--- config.mk ---
export PLATFORM = sky130hd
export DESIGN_NAME = rcrs_front
export DESIGN_NICKNAME = d
export VERILOG_FILES = /design/src/design/rcrs_pkg.sv /design/src/design/rcrs_front.sv
export SDC_FILE = /design/constraint.sdc
export NUM_CORES = 1
export LEC_CHECK = 0
export BUFFER_PORTS_ARGS = -buffer_cell sky130_fd_sc_hd__buf_2
export CELL_PAD_IN_SITES_DETAIL_PLACEMENT = 2
export CELL_PAD_IN_SITES_GLOBAL_PLACEMENT = 2
export CORE_ASPECT_RATIO = 1.1
export CORE_MARGIN = 1.5
export CORE_UTILIZATION = 41
export DETAILED_ROUTE_END_ITERATION = 8
export PLACE_DENSITY = 0.89
export SLEW_MARGIN = 20
export SYNTH_ARGS = -nofsm -noshare
export SYNTH_HDL_FRONTEND = slang
export SYNTH_SLANG_ARGS = --single-unit
--- constraint.sdc ---
create_clock -name clk_i -period 10.9 [get_ports clk_i]
set_clock_uncertainty 0.2 [all_clocks]
set_input_delay 1.635 -clock clk_i [delete_from_list [all_inputs] [get_ports clk_i]]
set_output_delay 1.635 -clock clk_i [all_outputs]
set_load 0.005 [all_outputs]
--- src/design/rcrs_pkg.sv ---
`default_nettype none
package rcrs_pkg;

  localparam int FracBits    = 12;
  localparam int MapCellBits = 8;
  localparam int ColumnBits  = 12;
  localparam int WidthBits   = 13;
  localparam int WidthReset  = 640;
  localparam int DirBits     = 16;
  localparam int WideBits    = 20;

  // Front record: one classified column and its axis inputs.
  typedef struct packed {
    logic [WidthBits-1:0] width;
    logic [WidthBits-1:0] span;
    logic [19:0]          pos_x;
    logic [19:0]          pos_y;
    logic [7:0]           cell_x;
    logic [7:0]           cell_y;
    logic signed [15:0]   look_x;
    logic signed [15:0]   look_y;
    logic signed [15:0]   plane_x;
    logic signed [15:0]   plane_y;
  } front_t;

  // Per-axis carry record through the back pipeline.
  typedef struct packed {
    logic [19:0] pos;
    logic [7:0]  cell_idx;
  } axis_t;

  // Signed 16-bit saturation of an 18-bit sum.
  function automatic logic signed [15:0] sat16(input logic signed [17:0] v);
    logic signed [15:0] r;
    if (v > 18'sd32767) r = 16'sh7fff;
    else if (v < -18'sd32768) r = 16'sh8000;
    else r = v[15:0];
    return r;
  endfunction

endpackage
`default_nettype wire

--- src/design/rcrs_front.sv ---
`default_nettype none
// Front: takes items, clamps the column, and pushes a record into a
// two-entry queue that parts it from the back pipeline.
module rcrs_front (
  input  wire logic                  clk_i,
  input  wire logic                  rst_ni,
  input  wire logic [12:0]           width_i,
  input  wire logic                  in_vld_i,
  output logic                       in_rdy_o,
  input  wire logic [11:0]           column_i,
  input  wire logic [19:0]           pos_x_i,
  input  wire logic [19:0]           pos_y_i,
  input  wire logic [7:0]            cell_x_i,
  input  wire logic [7:0]            cell_y_i,
  input  wire logic signed [15:0]    look_x_i,
  input  wire logic signed [15:0]    look_y_i,
  input  wire logic signed [15:0]    plane_x_i,
  input  wire logic signed [15:0]    plane_y_i,
  output logic                       vld_o,
  input  wire logic                  rdy_i,
  output rcrs_pkg::front_t           rec_o
);

  rcrs_pkg::front_t rec_d;
  rcrs_pkg::front_t mem_q [2];
  logic             wp_q, rp_q;
  logic [1:0]       cnt_q;
  logic [12:0]      w;
  logic [12:0]      col;
  logic             push, pop;

  // Zero width acts as one; a column past the width is clamped to it.
  always_comb begin
    w   = (width_i == '0) ? 13'd1 : width_i;
    col = ({1'b0, column_i} > w) ? w : {1'b0, column_i};
    rec_d.width   = w;
    rec_d.span    = w - col;
    rec_d.pos_x   = pos_x_i;
    rec_d.pos_y   = pos_y_i;
    rec_d.cell_x  = cell_x_i;
    rec_d.cell_y  = cell_y_i;
    rec_d.look_x  = look_x_i;
    rec_d.look_y  = look_y_i;
    rec_d.plane_x = plane_x_i;
    rec_d.plane_y = plane_y_i;
  end

  assign in_rdy_o = cnt_q != 2'd2;
  assign vld_o    = cnt_q != 2'd0;
  assign push     = in_vld_i && in_rdy_o;
  assign pop      = vld_o && rdy_i;
  assign rec_o    = mem_q[rp_q];

  always_ff @(posedge clk_i) begin
    if (push) begin
      mem_q[wp_q] <= rec_d;
    end
  end

  // Queue pointers and fill count.
  always_ff @(posedge clk_i or negedge rst_ni) begin
    if (!rst_ni) begin
      wp_q  <= 1'b0;
      rp_q  <= 1'b0;
      cnt_q <= '0;
    end else begin
      if (push) wp_q <= ~wp_q;
      if (pop) rp_q <= ~rp_q;
      cnt_q <= cnt_q + {1'b0, push} - {1'b0, pop};
    end
  end

  assert property (@(posedge clk_i) disable iff (!rst_ni) cnt_q <= 2'd2)
    else $error("front queue overfilled");
  assert property (@(posedge clk_i) disable iff (!rst_ni)
    (push && !pop) |=> cnt_q != 2'd0)
    else $error("front queue lost an item");
  assert property (@(posedge clk_i) disable iff (!rst_ni) vld_o |-> rec_o.span <= rec_o.width)
    else $error("column not clamped");

endmodule
`default_nettype wire

==> impl_metrics.csv, run 1 <==
group,metric,value,unit
grt,antenna_found_initial,6,
min_path,worstHoldStart,"cnt_q[1]$_DFF_PN0_",
synth,ys_seq_area_share,75.2,%
synth,synth_top_area_share,74.4,%
timing,slew_violations,0,
timing,fin_crit_sh,48.8,%
timing,finalSetupTns,0,ns
critical_path,crit_path_max_fanout,13,
layout,synthToLayoutAreaGrowth,25.0,%
floorplanning,dieArea,29800,um^2
placed_design,portBuffers,296,
clock_tree,tritoncts,"built",
synth,netlist_instances,625,
job,max_cap_violations,0,
critical_path,cp_data_required_time,10.92,ns
timing,slew-limit-headroom,29.4,%
min_path,min_path_cells,1,
pwr,ir_worst_vdd,0.133,mV
drt,drtAntennaViolNets,0,
critical_path,endpoint_kind,"flip-flop",
synth,ys.flop_type,"edfxtp_1",
timing,rsz0062_at_grt,"no",
clock_tree,root_buffer,"clkbuf_16",
timing,setup_violations,0,
grt,grt.total_usage,22.6,%
floorplanning,initial_utilization,42.1,%
critical_path,crit_chain,"buf_2, inv_1, ha_1, a211oi_1, o32ai_1, nor3_1, a211oi_2, buf_4, mux2_2, fa_1, nor2b_1, o211ai_1, a311oi_1, o221ai_1, xor2_1",
floorplanning,rows,64,
drt,vias,6822,
floorplanning,coreArea,28000,um^2
synth,yosys_warnings,0,
critical_path,r2r_end,"mem_q[1][37]$_DFFE_PP_",
pwr,leakage,5.60,nW
drt,drtIter0Drc,339,
clock_tree,clk_latency,0.49,ns
synth,synth_commonest_cells,"edfxtp_1 (292), mux2_2 (147), clkbuf_1 (27)",
synth,synth_fp_nets,801,
synth,synth_edf_count,292,
clock_tree,cts_buffers,35,
timing,worstMarginPinSlew,1.06,ns
drt,drtPass1Iterations,6,
drt,routedWlPerCell,25.5,um
drt,avgViaCountPerCell,5.14,
critical_path,critical_path_class,"in2reg",
synth,synth_area_leaders,"edfxtp_1 (74%), mux2_2 (14%), ha_1 (2.8%), mux2i_1 (1.0%), clkbuf_1 (0.86%)",
timing,hold_slack,0.308,ns
timing,hold_viol,0,
clock_tree,cts_sinks,296,
min_path,hp-class,"reg2reg",
critical_path,critPathMaxStageDelay,0.53,ns
clock_tree,cts_setup_buffers,0,
min_path,min_to,"cnt_q[1]$_DFF_PN0_",
placed_design,place_hpwl,25.0,mm
synth,synth_area,11800,um^2
pwr,powerDensity,259,nW/um^2
placed_design,routabilityCongestion,0.801,
critical_path,rr_startpoint,"cnt_q[1]$_DFF_PN0_",
clock_tree,htree_levels,2,
drt,drcViolationCount,0,
synth,yosysMostFrequentCell,"edfxtp_1",
clock_tree,ctsResizeCount,0,
grt,grt_first_pass_wirelength,49.0,mm
synth,syn_avg_cell_area,18.9,um^2
clock_tree,clk_path_buf_depth,3,
layout,instances_no_fill,1326,
grt,grt_pass1_vias,7584,
clock_tree,cts_hold_buffers,0,
critical_path,cp.arrival,5.33,ns
synth,synth.distinct_cells,39,
floorplanning,pin_count,297,
timing,clock.fmax,0.188,GHz
synth,ys_ff_latch,296,
critical_path,rr_worst_depth,3,
synth,netlist.top_cell.by_area,"edfxtp_1",
clock_tree,clk_pin_slew,0.05,ns
run_status,status,"complete, no violations",
floorplanning,die_h,181,um
layout,layout.nets,1111,
critical_path,critPathSlowestCell,"a311oi_1",
placed_design,place_inst,1261,
floorplanning,die_w,165,um
critical_path,worstSetupStartpointType,"input port",
grt,gr-total-overflow,0,
synth,synthArstFlopShare,1.35,%
grt,grt_max_degree,78,
drt,totalWireLength,33.8,mm
pwr,power,3.82,mW
timing,fin_crit,5.32,ns
critical_path,r2r_slack,8.25,ns
layout,drive_above_1_share,52.0,%
-- layer usage --
metal	track usage (%)	vias to the layer above	wire length, um	part of all wire [%]
met3	6.63	51	2860	8.4
met5	0	-	27	0.080
met4	5.73	4	701	2.1
met2	41.3	268	17800	53
met1	25.4	3440	12400	37
li1	-	3059	-	-
-- cell families after synthesis --
| family | Yosys count | synth area share (%) |
|---|---|---|
| compound gates | 32 | 1.79 |
| xor+xnor | 14 | 1.04 |
| fa+ha+maj | 27 | 2.93 |
| buf+inv | 49 | 1.68 |
| flops | 296 | 75.2 |
| mux | 159 | 15.1 |
| simple gates | 48 | 2.28 |
-- cells in the final DEF, fill, tap and decap left out, types with 3 or more instances in the layout --
| master | instances |
|---|---|
| buf_2 | 296 |
| a211oi_1 | 4 |
| diode_2 | 6 |
| clkinv_1 | 10 |
| nand3_1 | 4 |
| edfxtp_1 | 292 |
| xnor2_1 | 11 |
| clkbuf_16 | 37 |
| clkinv_2 | 4 |
| a21oi_1 | 11 |
| nand2_1 | 11 |
| nor2_1 | 7 |
| nor4_1 | 4 |
| clkbuf_1 | 7 |
| dfrtp_1 | 3 |
| inv_1 | 20 |
| mux2i_1 | 12 |
| ha_1 | 26 |
| mux2_2 | 147 |
| xor2_1 | 3 |
| buf_4 | 4 |
| o21ai_0 | 4 |
| nand4_1 | 4 |
-- flip-flops by register name, indices dropped and copies added, names as in the netlist --
signal	flops
mem_q	292
cnt_q	2
rp_q	1
wp_q	1
-- critical path, delay by kind of cell --
| family | cells | cell delay, ns |
|---|---|---|
| XOR/XNOR | 1 | 0.19 |
| buffers and inverters | 3 | 0.48 |
| AO/OA/AOI/OAI | 6 | 1.57 |
| AND/OR/NAND/NOR | 2 | 0.29 |
| adder cells (fa/ha/maj) | 2 | 0.77 |
| multiplexers | 1 | 0.38 |
-- where the power goes --
part           switching, mW  internal, mW
clock network          0.426         0.636
registers              0.132          1.57
logic                  0.559         0.499
-- cell type report --
class                   count  area (um^2)
diodes                      6         15.0
clock buffers              44          952
clock inverters            15         87.6
fillers                  2576        13300
inverters                  20         75.1
multi-input cells         280         2740
flip-flops and latches    296         8870
well taps                 363          454
repair buffers            302         1550
-- metrics by stage --
stage	util, %	instance area [um^2]	setup WS, ns
floorplan	-	11800	2.26
global placement	48.7	13700	5.24
detailed placement	48.8	13700	5.15
CTS	52.5	14700	5.64
global route	52.6	14700	5.21
finish	52.6	14700	5.58
-- worst max path at each step --
stage                 from                 endpoint  slack, ns
5_1_grt         width_i[6]  mem_q[0][132]$_DFFE_PP_       5.21
4_1_cts        width_i[12]  mem_q[0][132]$_DFFE_PP_       5.64
3_3_place_gp   width_i[12]  mem_q[0][132]$_DFFE_PP_       5.24
6_report       width_i[10]  mem_q[0][132]$_DFFE_PP_       5.58
2_1_floorplan     in_vld_i    mem_q[0][0]$_DFFE_PP_       2.26
3_5_place_dp   width_i[12]  mem_q[0][132]$_DFFE_PP_       5.15
Power figures use the tool's default switching activity.
==> inputs of run 2 (changes only) <==
--- a/config.mk
+++ b/config.mk
@@ -10,9 +10,9 @@
 export CELL_PAD_IN_SITES_GLOBAL_PLACEMENT = 2
 export CORE_ASPECT_RATIO = 1.1
 export CORE_MARGIN = 1.5
-export CORE_UTILIZATION = 41
+export CORE_UTILIZATION = 34
 export DETAILED_ROUTE_END_ITERATION = 8
-export PLACE_DENSITY = 0.89
+export PLACE_DENSITY = 0.79
 export SLEW_MARGIN = 20
 export SYNTH_ARGS = -nofsm -noshare
 export SYNTH_HDL_FRONTEND = slang
==> constraint.sdc (replaced) <==
create_clock -name clk_i -period 4.5 [get_ports clk_i]
set_clock_uncertainty 0.2 [all_clocks]
set_input_delay 0.675 -clock clk_i [delete_from_list [all_inputs] [get_ports clk_i]]
set_output_delay 0.675 -clock clk_i [all_outputs]
set_load 0.005 [all_outputs]
==> impl_metrics.csv, run 2 (synthesized netlist as in run 1, its figures left out) <==
group,metric,value,unit
run_status,status,"complete, no violations",
pwr,swShare,29.0,%
critical_path,cp_num_buf_inv,4,
floorplanning,initial_utilization,34.5,%
clock_tree,cts_sinks,296,
timing,hold_viol,0,
grt,grt.total_usage,17.2,%
critical_path,critPathSlowestCell,"a2111oi_0",
timing,hold_slack,0.138,ns
critical_path,critical_path_class,"in2reg",
layout,final_cell_mix,"buf_2 (296), edfxtp_1 (292), mux2_2 (147)",
clock_tree,tritoncts,"built",
pwr,ir_worst_vdd,0.345,mV
drt,vias,6828,
clock_tree,cts_buffers,34,
drt,drtPass1Iterations,4,
grt,grt_pass1_vias,7768,
layout,nFillCells,3314,
grt,gr-total-overflow,0,
pwr,leakage,5.67,nW
layout,mostFrequentLayoutCell,"buf_2",
timing,fin_crit_sh,89.4,%
layout,layout.nets,1121,
pwr,p_comb_share,28.7,%
placed_design,routabilityCongestion,0.793,
timing,finalSetupTns,0,ns
drt,avgViaCountPerCell,4.83,
placed_design,place_hpwl,21.5,mm
clock_tree,clk_latency,0.52,ns
floorplanning,pin_count,297,
grt,grt_first_pass_wirelength,46.3,mm
pwr,p_seq_share,42.7,%
floorplanning,die_w,181,um
clock_tree,root_buffer,"clkbuf_16",
timing,rsz0062_at_grt,"no",
drt,totalWireLength,31.1,mm
layout,final_area,15000,um^2
critical_path,cpLargestDelayFamily,"compound AO/OA/AOI/OAI gates",
drt,drcViolationCount,0,
layout,top_regs,"mem_q x292, cnt_q x2",
drt,drtAntennaViolNets,0,
grt,grt_max_degree,82,
min_path,hp-class,"in2reg",
drt,routedWlPerCell,22.0,um
placed_design,portBuffers,296,
timing,worstMarginPinSlew,0.971,ns
pwr,p_int,6.61,mW
floorplanning,rows,71,
critical_path,cp.arrival,4.06,ns
clock_tree,htree_levels,2,
timing,slew_violations,0,
pwr,netSwitchingPower,2.70,mW
timing,fin_crit,4.02,ns
placed_design,place_inst,1346,
placed_design,place_area,13900,um^2
pwr,powerDensity,621,nW/um^2
critical_path,cp_data_required_time,4.54,ns
clock_tree,ctsResizeCount,0,
pwr,p_clk_share,28.6,%
layout,regMostFlops,"mem_q",
critical_path,endpoint_kind,"flip-flop",
floorplanning,dieArea,35800,um^2
clock_tree,clk_pin_slew,0.06,ns
critical_path,crit_chain,"buf_2, inv_1, ha_1, a211oi_1, o32ai_1, nor3_1, a211oi_2, buf_4, buf_4, mux2i_1, ha_1, a21o_1, o21ai_0, a31oi_1, a2111oi_0, a311oi_1",
job,max_cap_violations,0,
critical_path,crit_path_max_fanout,9,
clock_tree,clk_path_buf_depth,3,
timing,clock.fmax,0.249,GHz
timing,setup_violations,0,
timing,slew-limit-headroom,35.3,%
floorplanning,die_h,198,um
drt,drtIter0Drc,301,
pwr,power,9.31,mW
layout,synthToLayoutAreaGrowth,27.0,%
layout,largest_register_ffs,292,
critical_path,critPathMaxStageDelay,0.42,ns
layout,drive_above_1_share,52.8,%
layout,instances_no_fill,1415,
critical_path,worstSetupStartpointType,"input port",
floorplanning,coreArea,34200,um^2
grt,antenna_found_initial,9,
## run 2: cell types whose count changed in the layout (fill, tap and decap cells not counted)
cell           delta
buf_4             +8
buf_12            +4
clkbuf_16         -3
bufinv_16         +2
clkinv_1          -2
inv_6             +2
buf_16            -1
buf_6             -1
clkinv_4          +1
clkinv_8          +1
clkinvlp_4        +1
diode_2           +1
dlygate4sd3_1     +1
## run 2: repair_timing
action | CTS | global route
buffers inserted | 0 | 0
hold endpoints to repair | 4 | 0
hold buffers | 1 | 0
## run 2: final cells by class
| cell class | instances | area (um^2) | share of cell area, % |
|---|---|---|---|
| multi-input combinational | 280 | 2740 | 18.3 |
| antenna | 7 | 17.5 | 0.117 |
| clock inverter | 20 | 190 | 1.27 |
| sequential | 296 | 8870 | 59.2 |
| timing repair buffer | 313 | 1660 | 11.1 |
| inverter | 20 | 75.1 | 0.501 |
| tap | 438 | 548 | 3.66 |
| clock buffer | 41 | 877 | 5.86 |
## run 2: per-layer routing
metal | track usage [%] | share of wire (%) | wire [um]
met1 | 18.3 | 37 | 11500
met2 | 32.2 | 54 | 16800
met3 | 5.08 | 6.3 | 1960
met4 | 6.29 | 2.5 | 783
met5 | 0 | 0.096 | 30
## run 2: power groups by stage
stage,clock network (mW),logic (mW),registers [mW]
finish,2.66,2.67,3.98
global route,2.82,2.91,4.04
CTS,2.74,2.75,3.99
detailed placement,0,2.72,4.04
global placement,0,2.66,3.96
floorplan,0,1.50,3.98
## run 2: worst paths after layout
kind,startpoint,endpoint,slack (ns),cells after the start
worst max register to register,cnt_q[1]$_DFF_PN0_,mem_q[1][14]$_DFFE_PP_,2.12,3
worst min register to register,cnt_q[1]$_DFF_PN0_,cnt_q[1]$_DFF_PN0_,0.31,1
min in group asynchronous,rst_ni,cnt_q[0]$_DFF_PN0_,0.31,2
worst min-delay path,look_x_i[0],mem_q[0][48]$_DFFE_PP_,0.14,1
worst max-delay path,width_i[10],mem_q[0][131]$_DFFE_PP_,0.48,16
max in group asynchronous,rst_ni,rp_q$_DFFE_PN0P_,3.65,2
## run 2: metrics by stage
step / utilization [%] / setup slack [ns]
floorplan: - / 0.357
finish: 43.8 / 0.477
detailed placement: 40.6 / -0.0916
global placement: 40.6 / 0.114
global route: 43.8 / 0.166
CTS: 43.7 / 0.437
==> inputs of run 3 (changes only) <==
--- a/config.mk
+++ b/config.mk
@@ -12,7 +12,8 @@
 export CORE_MARGIN = 1.5
 export CORE_UTILIZATION = 34
 export DETAILED_ROUTE_END_ITERATION = 8
-export PLACE_DENSITY = 0.79
+export HOLD_SLACK_MARGIN = 0.03
+export PLACE_DENSITY = 0.82
 export SLEW_MARGIN = 20
 export SYNTH_ARGS = -nofsm -noshare
 export SYNTH_HDL_FRONTEND = slang
==> impl_metrics.csv, run 3 (synthesized netlist as in run 1, its figures left out) <==
group,metric,value,unit
critical_path,cpMostUsedCell,"ha_1",
layout,largest_register_ffs,292,
clock_tree,clk_path_buf_depth,3,
placed_design,portBuffers,296,
drt,drtIter0Drc,248,
grt,grt_use_met2,33.6,%
critical_path,cp.arrival,4.13,ns
critical_path,critical_path_class,"in2reg",
timing,hold_slack,0.161,ns
drt,drcViolationCount,0,
floorplanning,coreArea,34200,um^2
pwr,leakage,5.72,nW
layout,drive_above_1_share,53.5,%
clock_tree,cts_buffers,34,
critical_path,cp_data_required_time,4.52,ns
timing,finalSetupTns,0,ns
timing,clock.fmax,0.243,GHz
timing,slew-limit-headroom,60.7,%
grt,antenna_found_initial,8,
pwr,power,9.38,mW
min_path,hp-class,"in2reg",
clock_tree,cts_setup_buffers,0,
layout,layout.nets,1129,
floorplanning,die_h,198,um
critical_path,startpoint,"width_i[10]",
clock_tree,clk_pin_slew,0.06,ns
job,max_cap_violations,0,
placed_design,place_hpwl,22.1,mm
layout,final_cell_mix,"buf_2 (296), edfxtp_1 (292), mux2_2 (147)",
floorplanning,pin_count,297,
drt,totalWireLength,31.4,mm
floorplanning,initial_utilization,34.5,%
grt,grt.total_usage,17.3,%
layout,top_regs,"mem_q x292, cnt_q x2",
pwr,ir_worst_vdd,0.316,mV
clock_tree,htree_levels,2,
drt,vias,6747,
timing,slew_violations,0,
critical_path,critPathMaxStageDelay,0.41,ns
grt,grt.met1_usage,18.0,%
critical_path,worstSetupStartpointType,"input port",
grt,gr-total-overflow,0,
timing,rsz0062_at_grt,"no",
placed_design,routabilityCongestion,0.790,
timing,fin_crit,4.11,ns
clock_tree,clk_latency,0.49,ns
critical_path,endpoint_kind,"flip-flop",
timing,hold_viol,0,
layout,synthToLayoutAreaGrowth,27.7,%
grt,grt_max_degree,76,
timing,fin_crit_sh,91.3,%
critical_path,crit_path_max_fanout,9,
run_status,status,"complete, no violations",
layout,mostFrequentLayoutCell,"buf_2",
clock_tree,cts_sinks,296,
floorplanning,rows,71,
clock_tree,root_buffer,"clkbuf_16",
drt,routedWlPerCell,22.2,um
grt,grt_pass1_vias,7513,
grt,grt_first_pass_wirelength,46.4,mm
critical_path,r2r_slack,2.22,ns
floorplanning,dieArea,35800,um^2
clock_tree,tritoncts,"built",
floorplanning,die_w,181,um
drt,avgViaCountPerCell,4.77,
timing,setup_violations,0,
critical_path,critPathSlowestCell,"o32ai_1",
clock_tree,cts_hold_buffers,1,
pwr,powerDensity,623,nW/um^2
drt,drtPass1Iterations,4,
critical_path,crit_chain,"buf_2, inv_1, ha_1, a211oi_1, o32ai_1, nor3_1, a211oi_2, buf_4, mux2i_1, ha_1, a21o_1, o21ai_0, a31oi_1, a2111oi_0, a311oi_1",
grt,globalRoute.busiestLayer,"met2",
critical_path,rr_startpoint,"cnt_q[1]$_DFF_PN0_",
min_path,worstHoldStart,"pos_y_i[3]",
drt,drtAntennaViolNets,0,
clock_tree,ctsResizeCount,0,
timing,worstMarginPinSlew,0.590,ns
layout,regMostFlops,"mem_q",
grt,grtUsageMet3,5.55,%
## run 3: cell types whose count changed in the layout (fill, tap and decap cells not counted), moves of 3 or more
cell	change
clkbuf_1	-3
clkinv_1	-3
buf_4	+7
diode_2	-4
## run 3: where the power goes
part	leakage [nW]	switching, mW	total [mW]	internal (mW)
Sequential	2.76	0.232	4.03	3.80
Combinational	2.44	1.38	2.64	1.26
Clock	0.525	1.06	2.71	1.65
## run 3: per-layer routing
metal	share of wire, %	routed length (um)	vias to the layer above
li1	-	-	3090
met1	35	11100	3361
met2	55	17200	241
met3	7.8	2440	47
met4	1.8	565	8
met5	0.14	44	-
## run 3: critical path, delay by kind of cell
family / cells / cell delay, ns
multiplexers: 1 / 0.22
buffers and inverters: 3 / 0.42
AO/OA/AOI/OAI: 8 / 2.06
AND/OR/NAND/NOR: 1 / 0.10
adder cells (fa/ha/maj): 2 / 0.65
## run 3: area by class of cell
cell class / count / area (um^2)
repair buffers: 321 / 1730
clock buffers: 39 / 891
fillers: 3316 / 19100
inverters: 20 / 75.1
well taps: 438 / 548
clock inverters: 17 / 195
diodes: 3 / 7.51
multi-input cells: 280 / 2740
flip-flops and latches: 296 / 8870
## run 3: metrics by stage
| step | instance area [um^2] | std cells | util, % | worst slack (ns) |
|---|---|---|---|---|
| floorplan | 11800 | 625 | - | 0.357 |
| global placement | 14000 | 1354 | 40.8 | 0.0338 |
| detailed placement | 14000 | 1354 | 40.8 | -0.112 |
| CTS | 15100 | 1411 | 44.0 | 0.402 |
| global route | 15100 | 1413 | 44.0 | 0.0660 |
| finish | 15100 | 1414 | 44.0 | 0.392 |
## run 3: worst paths after layout
path / to / cells after the start
min reg2reg: cnt_q[1]$_DFF_PN0_ / 1
min in group asynchronous: cnt_q[0]$_DFF_PN0_ / 2
min: mem_q[1][83]$_DFFE_PP_ / 1
max in group asynchronous: rp_q$_DFFE_PN0P_ / 2
max reg2reg: mem_q[1][62]$_DFFE_PP_ / 3
max: mem_q[1][131]$_DFFE_PP_ / 15
